$ cat config.mk
export PLATFORM = sky130hd
export DESIGN_NAME = directional_floor_request_set
export DESIGN_NICKNAME = d
export VERILOG_FILES = /design/src/dfrs_pkg.sv /design/src/dfrs_ctrl.sv /design/src/dfrs_datapath.sv /design/src/directional_floor_request_set.sv
export SDC_FILE = /design/constraint.sdc
export NUM_CORES = 1
export LEC_CHECK = 0
export BUFFER_PORTS_ARGS = -buffer_cell sky130_fd_sc_hd__buf_4
export CAP_MARGIN = 5
export CORE_ASPECT_RATIO = 1.25
export CORE_MARGIN = 8
export CORE_UTILIZATION = 35
export CTS_CLUSTER_DIAMETER = 200
export DETAILED_ROUTE_END_ITERATION = 12
export HOLD_SLACK_MARGIN = 0.06
export PLACE_DENSITY_LB_ADDON = 0.2
export SLEW_MARGIN = 15
export SYNTH_ARGS = -nofsm -noshare
export SYNTH_HDL_FRONTEND = slang
export SYNTH_HIERARCHICAL = 1
export SYNTH_SLANG_ARGS = --single-unit
$ cat constraint.sdc
create_clock -name clk -period 3.8 [get_ports clk]
set_clock_uncertainty 0.2 [all_clocks]
set_input_delay 0 -clock clk [delete_from_list [all_inputs] [get_ports clk]]
set_output_delay 0 -clock clk [all_outputs]
set_load 0.005 [all_outputs]
$ cat src/dfrs_pkg.sv
// ----------------------------------------------------------------------------
// dfrs_pkg
// shared types and constants of the directional floor request set
// ----------------------------------------------------------------------------
`timescale 1ns / 1ps

package dfrs_pkg;

  localparam int FLOORS  = 16;
  localparam int FLOOR_W = 4;
  localparam int EXTRA_W = FLOOR_W + 1;  // valid bit over target
  localparam int ADDR_W  = 3;

  // register byte addresses
  localparam logic [ADDR_W-1:0] ADDR_DIRECTION = ADDR_W'(0);

  typedef enum logic [1:0] {
    CMD_PUSH      = 2'd0,
    CMD_POP_FRONT = 2'd1,
    CMD_POP_FLOOR = 2'd2,
    CMD_PEEK      = 2'd3
  } cmd_t;

  typedef enum logic [1:0] {
    ST_IDLE,
    ST_FIND,
    ST_REPORT,
    ST_DONE
  } state_t;

  // controller to datapath
  typedef struct packed {
    logic load;    // capture the input word
    logic exec;    // search and update the set
    logic report;  // read extra target, encode front, register result
  } dp_cmd_t;

endpackage

$ cat src/dfrs_ctrl.sv
// ----------------------------------------------------------------------------
// dfrs_ctrl
// command sequencer: capture, search/update, report, result strobe
// ----------------------------------------------------------------------------
`timescale 1ns / 1ps

module dfrs_ctrl
  import dfrs_pkg::*;
(
  input  logic    clk,
  input  logic    rst,
  input  logic    start,
  output logic    busy,
  output logic    done,
  output dp_cmd_t dp_cmd
);

  state_t state;
  state_t state_next;
  logic   accept;

  assign accept = start && ((state == ST_IDLE) || (state == ST_DONE));

  always_ff @(posedge clk) begin
    if (rst) begin
      state <= ST_IDLE;
    end else begin
      state <= state_next;
    end
  end

  always_comb begin
    state_next = state;
    case (state)
      ST_IDLE: begin
        if (accept) state_next = ST_FIND;
      end
      ST_FIND:   state_next = ST_REPORT;
      ST_REPORT: state_next = ST_DONE;
      ST_DONE: begin
        state_next = accept ? ST_FIND : ST_IDLE;
      end
      default:   state_next = ST_IDLE;
    endcase
  end

  always_comb begin
    dp_cmd.load   = accept;
    dp_cmd.exec   = 1'b0;
    dp_cmd.report = 1'b0;
    busy          = 1'b0;
    done          = 1'b0;
    case (state)
      ST_IDLE: ;
      ST_FIND: begin
        dp_cmd.exec = 1'b1;
        busy        = 1'b1;
      end
      ST_REPORT: begin
        dp_cmd.report = 1'b1;
        busy          = 1'b1;
      end
      ST_DONE: done = 1'b1;
      default: ;
    endcase
  end

endmodule

$ cat src/dfrs_datapath.sv
// ----------------------------------------------------------------------------
// dfrs_datapath
// pending-floor bitmap, extra target store, priority encoders, result word
// ----------------------------------------------------------------------------
`timescale 1ns / 1ps

module dfrs_datapath
  import dfrs_pkg::*;
(
  input  logic               clk,
  input  logic               rst,
  input  dp_cmd_t            dp_cmd,
  input  logic               direction_down,
  input  logic [1:0]         cmd,
  input  logic [FLOOR_W-1:0] floor,
  input  logic               extra_valid,
  input  logic [FLOOR_W-1:0] extra_target,
  output logic               found,
  output logic [FLOOR_W-1:0] result_floor,
  output logic               result_extra_valid,
  output logic [FLOOR_W-1:0] result_extra_target,
  output logic               duplicate,
  output logic               front_valid,
  output logic [FLOOR_W-1:0] front_floor
);

  // lowest set bit, valid flag on top
  function automatic logic [FLOOR_W:0] enc_low(input logic [FLOORS-1:0] mask);
    logic [FLOOR_W:0] r;
    r = '0;
    for (int i = FLOORS - 1; i >= 0; i--) begin
      if (mask[i]) r = {1'b1, FLOOR_W'(i)};
    end
    return r;
  endfunction

  // highest set bit, valid flag on top
  function automatic logic [FLOOR_W:0] enc_high(input logic [FLOORS-1:0] mask);
    logic [FLOOR_W:0] r;
    r = '0;
    for (int i = 0; i < FLOORS; i++) begin
      if (mask[i]) r = {1'b1, FLOOR_W'(i)};
    end
    return r;
  endfunction

  cmd_t               cmd_r;
  logic [FLOOR_W-1:0] floor_r;
  logic               xv_r;
  logic [FLOOR_W-1:0] xt_r;

  logic [FLOORS-1:0]  pending;
  logic [FLOORS-1:0]  pending_next;
  logic [EXTRA_W-1:0] extra_mem [FLOORS];

  logic               hit;
  logic               hit_next;
  logic [FLOOR_W-1:0] hit_idx;
  logic [FLOOR_W-1:0] hit_idx_next;
  logic               dup;
  logic               dup_next;
  logic               extra_wr;

  logic [FLOORS-1:0]  peek_mask;
  logic [FLOOR_W:0]   front_enc;
  logic [FLOOR_W:0]   peek_enc;
  logic [EXTRA_W-1:0] rx;

  always_ff @(posedge clk) begin
    if (dp_cmd.load) begin
      cmd_r   <= cmd_t'(cmd);
      floor_r <= floor;
      xv_r    <= extra_valid;
      xt_r    <= extra_target;
    end
  end

  // search window for peek, in travel direction from the start floor
  always_comb begin
    for (int i = 0; i < FLOORS; i++) begin
      if (direction_down) begin
        peek_mask[i] = pending[i] && (FLOOR_W'(i) <= floor_r);
      end else begin
        peek_mask[i] = pending[i] && (FLOOR_W'(i) >= floor_r);
      end
    end
  end

  assign front_enc = direction_down ? enc_high(pending) : enc_low(pending);
  assign peek_enc  = direction_down ? enc_high(peek_mask) : enc_low(peek_mask);

  always_comb begin
    pending_next = pending;
    hit_next     = 1'b0;
    hit_idx_next = floor_r;
    dup_next     = 1'b0;
    extra_wr     = 1'b0;
    case (cmd_r)
      CMD_PUSH: begin
        if (pending[floor_r]) begin
          dup_next = 1'b1;
        end else begin
          pending_next[floor_r] = 1'b1;
          hit_next              = 1'b1;
          extra_wr              = 1'b1;
        end
      end
      CMD_POP_FRONT: begin
        hit_next     = front_enc[FLOOR_W];
        hit_idx_next = front_enc[FLOOR_W-1:0];
        if (front_enc[FLOOR_W]) pending_next[front_enc[FLOOR_W-1:0]] = 1'b0;
      end
      CMD_POP_FLOOR: begin
        if (pending[floor_r]) begin
          hit_next              = 1'b1;
          pending_next[floor_r] = 1'b0;
        end
      end
      CMD_PEEK: begin
        hit_next     = peek_enc[FLOOR_W];
        hit_idx_next = peek_enc[FLOOR_W-1:0];
      end
      default: ;
    endcase
  end

  always_ff @(posedge clk) begin
    if (rst) begin
      pending <= '0;
    end else if (dp_cmd.exec) begin
      pending <= pending_next;
    end
  end

  always_ff @(posedge clk) begin
    if (dp_cmd.exec) begin
      hit     <= hit_next;
      hit_idx <= hit_idx_next;
      dup     <= dup_next;
    end
  end

  // extra target store, written only when a floor becomes pending
  always_ff @(posedge clk) begin
    if (dp_cmd.exec && extra_wr) begin
      extra_mem[floor_r] <= xv_r ? {1'b1, xt_r} : '0;
    end
  end

  assign rx = extra_mem[hit_idx];

  always_ff @(posedge clk) begin
    if (dp_cmd.report) begin
      found               <= hit;
      result_floor        <= hit ? hit_idx : '0;
      result_extra_valid  <= hit && rx[FLOOR_W];
      result_extra_target <= (hit && rx[FLOOR_W]) ? rx[FLOOR_W-1:0] : '0;
      duplicate           <= dup;
      front_valid         <= front_enc[FLOOR_W];
      front_floor         <= front_enc[FLOOR_W] ? front_enc[FLOOR_W-1:0] : '0;
    end
  end

endmodule

$ cat src/directional_floor_request_set.sv
// ----------------------------------------------------------------------------
// directional_floor_request_set
// set of pending target floors ordered by travel direction
// ----------------------------------------------------------------------------
// usage
//   command word: start with cmd, floor, extra_valid, extra_target; taken at
//   a rising edge with start high and busy low
//   commands: push, pop front, pop given floor, peek first floor at or
//   beyond a given floor in travel direction
//   result word: found, result_floor, result_extra_valid,
//   result_extra_target, duplicate, front_valid, front_floor, shown for
//   exactly one cycle while done is high; the receiver cannot stall it
//   sequence: the accepting edge captures the word, then the find state
//   searches and updates the set and the report state registers the result;
//   a command is taken only while busy is low, so at most one is in flight;
//   a new command may be taken in the cycle its predecessor's result is shown
//   config: apb register 0 (byte address 0) bit 0 is direction_down,
//   0 up / ascending, 1 down / descending; write only while idle
//   reset: set empty, direction up, no result pending; extra targets are
//   left undefined, each is written when its floor becomes pending
// ----------------------------------------------------------------------------
`timescale 1ns / 1ps

module directional_floor_request_set
  import dfrs_pkg::*;
(
  input  logic               clk,
  input  logic               rst,
  // command word
  input  logic               start,
  output logic               busy,
  input  logic [1:0]         cmd,
  input  logic [FLOOR_W-1:0] floor,
  input  logic               extra_valid,
  input  logic [FLOOR_W-1:0] extra_target,
  // result word
  output logic               done,
  output logic               found,
  output logic [FLOOR_W-1:0] result_floor,
  output logic               result_extra_valid,
  output logic [FLOOR_W-1:0] result_extra_target,
  output logic               duplicate,
  output logic               front_valid,
  output logic [FLOOR_W-1:0] front_floor,
  // configuration port
  input  logic               psel,
  input  logic               penable,
  input  logic               pwrite,
  input  logic [ADDR_W-1:0]  paddr,
  input  logic [31:0]        pwdata,
  output logic [31:0]        prdata,
  output logic               pready
);

  dp_cmd_t dp_cmd;
  logic    direction_down;
  logic    cfg_sel;
  logic    cfg_wr;

  // apb: no wait states, register 0 holds the direction bit
  // decode on the word address, byte lanes ignored
  assign pready  = 1'b1;
  assign cfg_sel = (paddr[ADDR_W-1:2] == ADDR_DIRECTION[ADDR_W-1:2]);
  assign cfg_wr  = psel && penable && pwrite && pready && cfg_sel;

  always_ff @(posedge clk) begin
    if (rst) begin
      direction_down <= 1'b0;
    end else if (cfg_wr) begin
      direction_down <= pwdata[0];
    end
  end

  // unmapped addresses read as zero
  assign prdata = cfg_sel ? {31'b0, direction_down} : 32'b0;

  // sequencer: capture, search and update, report
  dfrs_ctrl u_ctrl (
    .clk    (clk),
    .rst    (rst),
    .start  (start),
    .busy   (busy),
    .done   (done),
    .dp_cmd (dp_cmd)
  );

  // bitmap, extra target store and encoders
  dfrs_datapath u_datapath (
    .clk                 (clk),
    .rst                 (rst),
    .dp_cmd              (dp_cmd),
    .direction_down      (direction_down),
    .cmd                 (cmd),
    .floor               (floor),
    .extra_valid         (extra_valid),
    .extra_target        (extra_target),
    .found               (found),
    .result_floor        (result_floor),
    .result_extra_valid  (result_extra_valid),
    .result_extra_target (result_extra_target),
    .duplicate           (duplicate),
    .front_valid         (front_valid),
    .front_floor         (front_floor)
  );

endmodule

==> metrics.log, run 1 <==
[metrics] synth warn: 6
[metrics] Worst setup SP type: register
[metrics] Fin. Hold Viols: 0
[metrics] sequential standard cell area: 3850 µm²
[metrics] Resized Gates After CTS: 0
[metrics] sum of internal, switching and leakage power: 4.92 mW
[metrics] number of global-route vias before repair: 5211
[metrics] startpoint of the most critical hold path: floor[1]
[metrics] setup repair after global routing missed its margin: false
[metrics] maxcap violations: 0
[metrics] Starting DRT DRC Count: ~370
[metrics] ys flop type: sky130_fd_sc_hd__edfxtp_1
[metrics] crit path max fanout: 21
[metrics] average instance area after synthesis: ~12 µm²
[metrics] result of the run: finished clean
[metrics] Remaining DRCs: 0
[metrics] summed negative setup slack over all endpoints: 0 ns
[metrics] proportion of layout cells with a drive suffix above 1: 0.237
[metrics] cell chosen for the clock root: sky130_fd_sc_hd__clkbuf_16
[metrics] wire length of the first global-routing pass: slightly below 30 mm
[metrics] Slew headroom: 0.380
[metrics] Tmin final: about 3.2 ns
[metrics] count of unique library cells instantiated by Yosys: 75
[metrics] Worst EP required: a little under 4 ns
[metrics] area of all placed cells without fillers: 8520 µm²
[metrics] #FFs+latches synth: between 100 and 150
[metrics] all-layer global routing usage: 0.156
[metrics] power per cell area: slightly below 600 nW/µm²
[metrics] destination of the worst hold path: u_datapath/floor_r[1]$_DFFE_PP_
[metrics] Net count, final: slightly above 700
[metrics] maximum clock rate: 314 MHz
[metrics] multi-input logic area: just under 3000 µm²
[metrics] detail-routed net length per standard cell: between 20 and 25 µm
[metrics] slew at the pin with the worst max-slew slack: just over 0.9 ns
[metrics] clk sinks: 136
[metrics] cell count of the worst reg-to-reg path: 7
[metrics] initial antenna violation count: 0
[metrics] layout-stage area growth over the synthesis result: 18.6%
[metrics] Slew Viols, Final: 0
[metrics] via count: about 5200
[metrics] routed via count divided by cell count: 5.51
[metrics] number of nets with antenna violations after routing: 0
[metrics] synthesized area: ~7000 µm²
[metrics] H-tree levels: 4
[metrics] Reg-to-Reg Start: u_datapath/floor_r[0]$_DFFE_PP_
[metrics] wire length after detailed routing: 19.1 mm
[metrics] Lkg Pwr: 3.01 nW
[metrics] ys async rst share: 0
[metrics] hold path depth: 2
[metrics] share of the clock period used by the worst path: 0.837
[metrics] TritonCTS clock tree: done
[metrics] worst-case clock buffer depth: 2
[metrics] EDFF count, synth: between 100 and 150
[metrics] dpl cell area: 7750 µm²
[metrics] area enclosed by the die boundary: around 25000 µm²
[metrics] core region area: between 20000 and 25000 µm²
[metrics] clock transition at the registers of the reported paths: 0.06 ns
[metrics] sequential element share of the synthesized area: 0.537
[metrics] CP endpoint kind: register
[metrics] worst min path class: input pin to register
[metrics] r2r endpoint: u_datapath/pending[9]$_SDFFE_PP0P_
[metrics] Remaining Overflow, GRT: 0
[metrics] number of buffers added on ports: 37
[metrics] gate count of the mapped netlist: around 600
[metrics] number of setup buffers added after CTS: 0
[metrics] critical path class: register to register
[metrics] Worst VDD drop: 0.333 mV
[metrics] drt pass-1 iters: 5
[metrics] last weighted congestion value of the routability-driven placer: between 0.9 and 1
[metrics] flop2flop setup slack: between 0.6 and 0.7 ns
[metrics] largest net degree at the start of global routing: 29
[metrics] worst path arrival time: ~3.3 ns
[metrics] filler cell count: 1913
[metrics] final design utilization: 0.424
[metrics] count of pins on the block boundary: approximately 100
[metrics] DIE WIDTH: between 100 and 150 µm
[metrics] half-perimeter wire length after detailed placement: 13.9 mm
[metrics] antenna cell count: 0
[metrics] latest clock arrival within the worst-skew pair: between 0.4 and 0.5 ns
[metrics] Initial Util: 0.357
[metrics] final count of negative-setup-slack endpoints: 0
[metrics] Die H: ~180 µm
[metrics] number of CTS-inserted buffers: 17
[metrics] placement row count: just under 60
==> worst max-delay path, stage by stage, from the launching register on <==
cell                        delay [ns]
sky130_fd_sc_hd__edfxtp_1         0.48
sky130_fd_sc_hd__buf_4            0.26
sky130_fd_sc_hd__or2_2            0.30
sky130_fd_sc_hd__o22ai_1          0.27
sky130_fd_sc_hd__nor3b_1          0.16
sky130_fd_sc_hd__a2111oi_2        0.62
sky130_fd_sc_hd__or3b_1           0.47
sky130_fd_sc_hd__o221a_2          0.30
==> worst max-delay path by stage <==
stage                                    startpoint                                    to  slack, ns  cells past startpoint
global route        u_datapath/floor_r[0]$_DFFE_PP_  u_datapath/extra_mem[1][3]$_DFFE_PP_       0.46                      8
CTS                 u_datapath/floor_r[0]$_DFFE_PP_  u_datapath/extra_mem[1][3]$_DFFE_PP_       0.60                      8
floorplan           u_datapath/floor_r[1]$_DFFE_PP_  u_datapath/extra_mem[9][0]$_DFFE_PP_       1.10                      7
finish              u_datapath/floor_r[0]$_DFFE_PP_    u_datapath/pending[9]$_SDFFE_PP0P_       0.62                      7
global placement    u_datapath/floor_r[0]$_DFFE_PP_  u_datapath/extra_mem[1][3]$_DFFE_PP_       0.62                      8
detailed placement  u_datapath/floor_r[0]$_DFFE_PP_  u_datapath/extra_mem[1][2]$_DFFE_PP_       0.63                      8
==> through the flow <==
stage	instances	setup slack [ns]	hold WS [ns]
4_1_cts	936	0.604	0.0843
2_1_floorplan	618	1.10	-0.134
3_5_place_dp	887	0.626	-0.0195
6_report	936	0.619	0.106
5_1_grt	936	0.462	0.0909
3_3_place_gp	887	0.620	-0.0203
==> flip-flops by register name (all words and copies together), names as in the netlist, named ones only <==
signal,flops
u_datapath/xt_r,4
u_datapath/extra_mem,80
u_datapath/result_floor,4
u_ctrl/state,2
u_datapath/result_extra_target,4
u_datapath/hit,1
u_datapath/front_valid,1
direction_down,1
u_datapath/found,1
u_datapath/front_floor,4
u_datapath/hit_idx,4
u_datapath/floor_r,4
u_datapath/result_extra_valid,1
u_datapath/pending,16
u_datapath/dup,1
u_datapath/cmd_r,2
u_datapath/duplicate,1
u_datapath/xv_r,1
==> cells by family after synthesis <==
family          share of synthesized area
simple gates                        0.123
flops                               0.537
compound gates                      0.153
mux                                0.0971
buf+inv                            0.0706
xor+xnor                          0.00122
other cells                       0.00105
fa+ha+maj                          0.0171
==> synth_stat cells, types with 6 or more instances <==
master                        n  share of area
sky130_fd_sc_hd__a211oi_1     8         0.0084
sky130_fd_sc_hd__a21oi_1     19          0.013
sky130_fd_sc_hd__a31oi_1      7         0.0061
sky130_fd_sc_hd__and2_1      12          0.010
sky130_fd_sc_hd__buf_4       33          0.035
sky130_fd_sc_hd__clkbuf_1    31          0.016
sky130_fd_sc_hd__dfxtp_1     23          0.064
sky130_fd_sc_hd__edfxtp_1   113           0.47
sky130_fd_sc_hd__ha_1         9          0.016
sky130_fd_sc_hd__inv_1       21          0.011
sky130_fd_sc_hd__mux4_2      29          0.091
sky130_fd_sc_hd__nand2_1     32          0.017
sky130_fd_sc_hd__nand2b_1    18          0.016
sky130_fd_sc_hd__nand3_1     12         0.0084
sky130_fd_sc_hd__nor2_1      32          0.017
sky130_fd_sc_hd__nor3_1      13         0.0091
sky130_fd_sc_hd__o2111ai_1    6         0.0073
sky130_fd_sc_hd__o21ai_0     12         0.0084
sky130_fd_sc_hd__o221a_2      7          0.011
sky130_fd_sc_hd__o22ai_1     17          0.015
sky130_fd_sc_hd__o31ai_1      6         0.0063
sky130_fd_sc_hd__or3_1       11         0.0096
==> power by group <==
| group | internal (mW) | total (mW) | leakage (nW) | switching [mW] |
|---|---|---|---|---|
| Clock | 1.02 | 1.61 | 0.286 | 0.593 |
| Sequential | 1.83 | 1.93 | 1.23 | 0.0996 |
| Combinational | 0.606 | 1.38 | 1.50 | 0.771 |
| Total | 3.45 | 4.92 | 3.01 | 1.46 |
==> per-layer routing <==
metal | vias to the layer above | track usage | wire, µm | share of wire
li1 | 2366 | - | - | -
met1 | 2557 | 0.179 | 7380 | 0.39
met2 | 194 | 0.279 | 10400 | 0.54
met3 | 40 | 0.0303 | 885 | 0.046
met4 | 0 | 0.0580 | 470 | 0.025
met5 | - | 0 | 0 | 0
==> timing repair <==
| action | 4_1_cts | 5_1_grt |
|---|---|---|
| setup endpoints to repair | 0 | 0 |
| endpoints found under the hold margin | 41 | 0 |
| hold buffers | 17 | 0 |
==> layout by cell type (no fill, tap or decap), drive strengths merged, types with 13 or more instances in the layout <==
cell type and instances:
edfxtp 113, buf 73, conb 32, nand2 32, nor2 32, mux4 29, dfxtp 23, inv 22
clkbuf 22, a21oi 19, nand2b 19, dlygate4sd3 17, o22ai 17, nor3 13, o21ai 13
==> area by class of cell <==
type | count | area share
Clock buffer | 22 | 0.0557
Clock inverter | 10 | 0.0141
Sequential cell | 136 | 0.452
Multi-Input combinational cell | 386 | 0.344
Timing Repair Buffer | 90 | 0.0843
Inverter | 22 | 0.00969
Tap cell | 270 | 0.0397
(Power assumes the default switching activity.)
==> run 2: changes to the inputs <==
clock period = 3.2 ns   (was 3.8 ns; I/O delays follow)
==> metrics.log, run 2 (same netlist as run 1, synthesis figures left out) <==
[metrics] result of the run: finished clean
[metrics] routed via count divided by cell count: 5.48
[metrics] initial antenna violation count: 0
[metrics] Fin. Hold Viols: 0
[metrics] latest clock arrival within the worst-skew pair: 0.42 ns
[metrics] WHS: just over 0.1 ns
[metrics] highest-count cells in the layout ignoring fill and taps: sky130_fd_sc_hd__edfxtp_1 (113), sky130_fd_sc_hd__buf_4 (97), sky130_fd_sc_hd__conb_1 (32), sky130_fd_sc_hd__nand2_1 (32), sky130_fd_sc_hd__nor2_1 (31)
[metrics] share of the clock period used by the worst path: 0.949
[metrics] layout-stage area growth over the synthesis result: 21.4%
[metrics] proportion of layout cells with a drive suffix above 1: 0.274
[metrics] cell count of the worst reg-to-reg path: 8
[metrics] crit path max fanout: 26
[metrics] number of CTS-inserted buffers: 17
[metrics] Die H: 176 µm
[metrics] area enclosed by the die boundary: approximately 25000 µm²
[metrics] worst-case clock buffer depth: 2
[metrics] CP endpoint kind: register
[metrics] last weighted congestion value of the routability-driven placer: between 0.9 and 1
[metrics] Starting DRT DRC Count: approximately 470
[metrics] cell chosen for the clock root: sky130_fd_sc_hd__clkbuf_16
[metrics] leading registers by flop count: u_datapath/extra_mem (80), u_datapath/pending (16)
[metrics] final count of negative-setup-slack endpoints: 0
[metrics] wire length after detailed routing: 19.6 mm
[metrics] Lkg Pwr: approximately 3.1 nW
[metrics] drt pass-1 iters: 5
[metrics] critical path class: register to register
[metrics] largest reg by FF count: u_datapath/extra_mem
[metrics] setup repair after global routing missed its margin: false
[metrics] number of global-route vias before repair: around 5400
[metrics] final design utilization: 0.434
[metrics] Critical Path Slowest Stage Cell: sky130_fd_sc_hd__edfxtp_1
[metrics] clk sinks: approximately 140
[metrics] clock transition at the registers of the reported paths: around 0.060 ns
[metrics] destination of the worst hold path: u_datapath/floor_r[0]$_DFFE_PP_
[metrics] number of buffers added on ports: 37
[metrics] worst min path class: input pin to register
[metrics] Slew headroom: 0.503
[metrics] slew at the pin with the worst max-slew slack: between 0.7 and 0.8 ns
[metrics] delay-heaviest family, CP: compound AO/OA/AOI/OAI gates
[metrics] worst path arrival time: 3.18 ns
[metrics] most common library cell in the layout ignoring fill and taps: sky130_fd_sc_hd__edfxtp_1
[metrics] flip-flop count of the largest register after layout: 80
[metrics] DIE WIDTH: roughly 140 µm
[metrics] placement row count: between 50 and 60
[metrics] CP Buf/Inv Count: 1
[metrics] count of pins on the block boundary: about 100
[metrics] DP Cell Count: approximately 910
[metrics] Critical Path, Cell by Cell: buf_6 -> nand4_1 -> maj3_1 -> o221ai_1 -> a41oi_1 -> a2111oi_0 -> o2111ai_1 -> a31oi_1
[metrics] longest individual stage delay on the worst path: approximately 0.48 ns
[metrics] Initial Util: 0.357
[metrics] number of nets with antenna violations after routing: 0
[metrics] flop2flop setup slack: approximately 0.16 ns
[metrics] power per cell area: roughly 670 nW/µm²
[metrics] all-layer global routing usage: 0.158
[metrics] wire length of the first global-routing pass: between 30 and 40 mm
[metrics] TritonCTS clock tree: done
[metrics] Worst EP required: about 3.3 ns
[metrics] Worst setup SP type: register
[metrics] Remaining DRCs: 0
[metrics] half-perimeter wire length after detailed placement: between 10 and 15 mm
[metrics] hold path depth: 2
[metrics] maxcap violations: 0
[metrics] post-route insts no fill: slightly below 1000
[metrics] Tmin final: roughly 3 ns
[metrics] H-tree levels: 4
[metrics] summed negative setup slack over all endpoints: 0 ns
[metrics] maximum clock rate: 329 MHz
[metrics] largest net degree at the start of global routing: 29
[metrics] Slew Viols, Final: 0
[metrics] filler cell count: roughly 1900
[metrics] core region area: 20100 µm²
[metrics] Worst VDD drop: around 0.4 mV
[metrics] Remaining Overflow, GRT: 0
[metrics] startpoint of the most critical hold path: floor[0]
[metrics] detail-routed net length per standard cell: around 20 µm
[metrics] via count: between 5000 and 6000
[metrics] Reg-to-Reg Start: u_datapath/floor_r[1]$_DFFE_PP_
[metrics] antenna cell count: 0
[metrics] Net count, final: 739
[metrics] sum of internal, switching and leakage power: slightly below 6 mW
==> run 2: what timing repair did <==
action	4_1_cts	5_1_grt
buffers inserted	0	3
hold buffers	17	0
hold endpoints to repair	41	0
resized for setup	0	7
endpoints found under the setup margin	0	18
==> run 2: routing by layer <==
metal  up-vias  track usage  share of wire
met1      2601        0.178           0.39
met4         0       0.0729          0.029
met3        42       0.0335          0.052
li1       2408            -              -
met2       212        0.279           0.53
met5         -            0              0
==> run 2: where the power goes <==
group	internal, mW	leakage (nW)	switching (mW)
logic	0.760	1.64	0.931
clock network	1.08	0.267	0.771
registers	2.17	1.23	0.125
==> run 2: layout make-up <==
cell class	count	area, µm²	area share
Sequential cell	136	3850	0.442
Clock inverter	15	141	0.0162
Timing Repair Buffer	115	910	0.104
Clock buffer	17	425	0.0488
Tap cell	270	338	0.0387
Inverter	22	82.6	0.00947
Multi-Input combinational cell	386	2970	0.341
==> run 2: worst max path at each step <==
stage                                    startpoint                                   end  slack (ns)  depth (start not counted)
floorplan           u_datapath/floor_r[1]$_DFFE_PP_  u_datapath/extra_mem[9][0]$_DFFE_PP_        0.50                          7
global placement    u_datapath/floor_r[1]$_DFFE_PP_    u_datapath/pending[9]$_SDFFE_PP0P_         0.1                          6
detailed placement  u_datapath/floor_r[1]$_DFFE_PP_    u_datapath/pending[9]$_SDFFE_PP0P_        0.04                          6
CTS                 u_datapath/floor_r[1]$_DFFE_PP_    u_datapath/pending[1]$_SDFFE_PP0P_        0.01                          6
global route        u_datapath/floor_r[1]$_DFFE_PP_  u_datapath/extra_mem[6][4]$_DFFE_PP_        0.04                          9
finish              u_datapath/floor_r[1]$_DFFE_PP_                              register        0.16                          8
==> run 2: worst reg2reg max path: stages, from the launching register on <==
cell	delay, ns
sky130_fd_sc_hd__edfxtp_1	0.48
sky130_fd_sc_hd__buf_6	0.27
sky130_fd_sc_hd__nand4_1	0.29
sky130_fd_sc_hd__maj3_1	0.44
sky130_fd_sc_hd__o221ai_1	0.24
sky130_fd_sc_hd__a41oi_1	0.15
sky130_fd_sc_hd__a2111oi_0	0.36
sky130_fd_sc_hd__o2111ai_1	0.31
sky130_fd_sc_hd__a31oi_1	0.22
==> run 2: through the flow <==
step / worst slack, ns / cell area (µm²)
finish: 0.164 / 8720
global placement: 0.0981 / 7920
detailed placement: 0.0390 / 7920
floorplan: 0.504 / 7290
global route: 0.0383 / 8720
CTS: 0.0113 / 8660
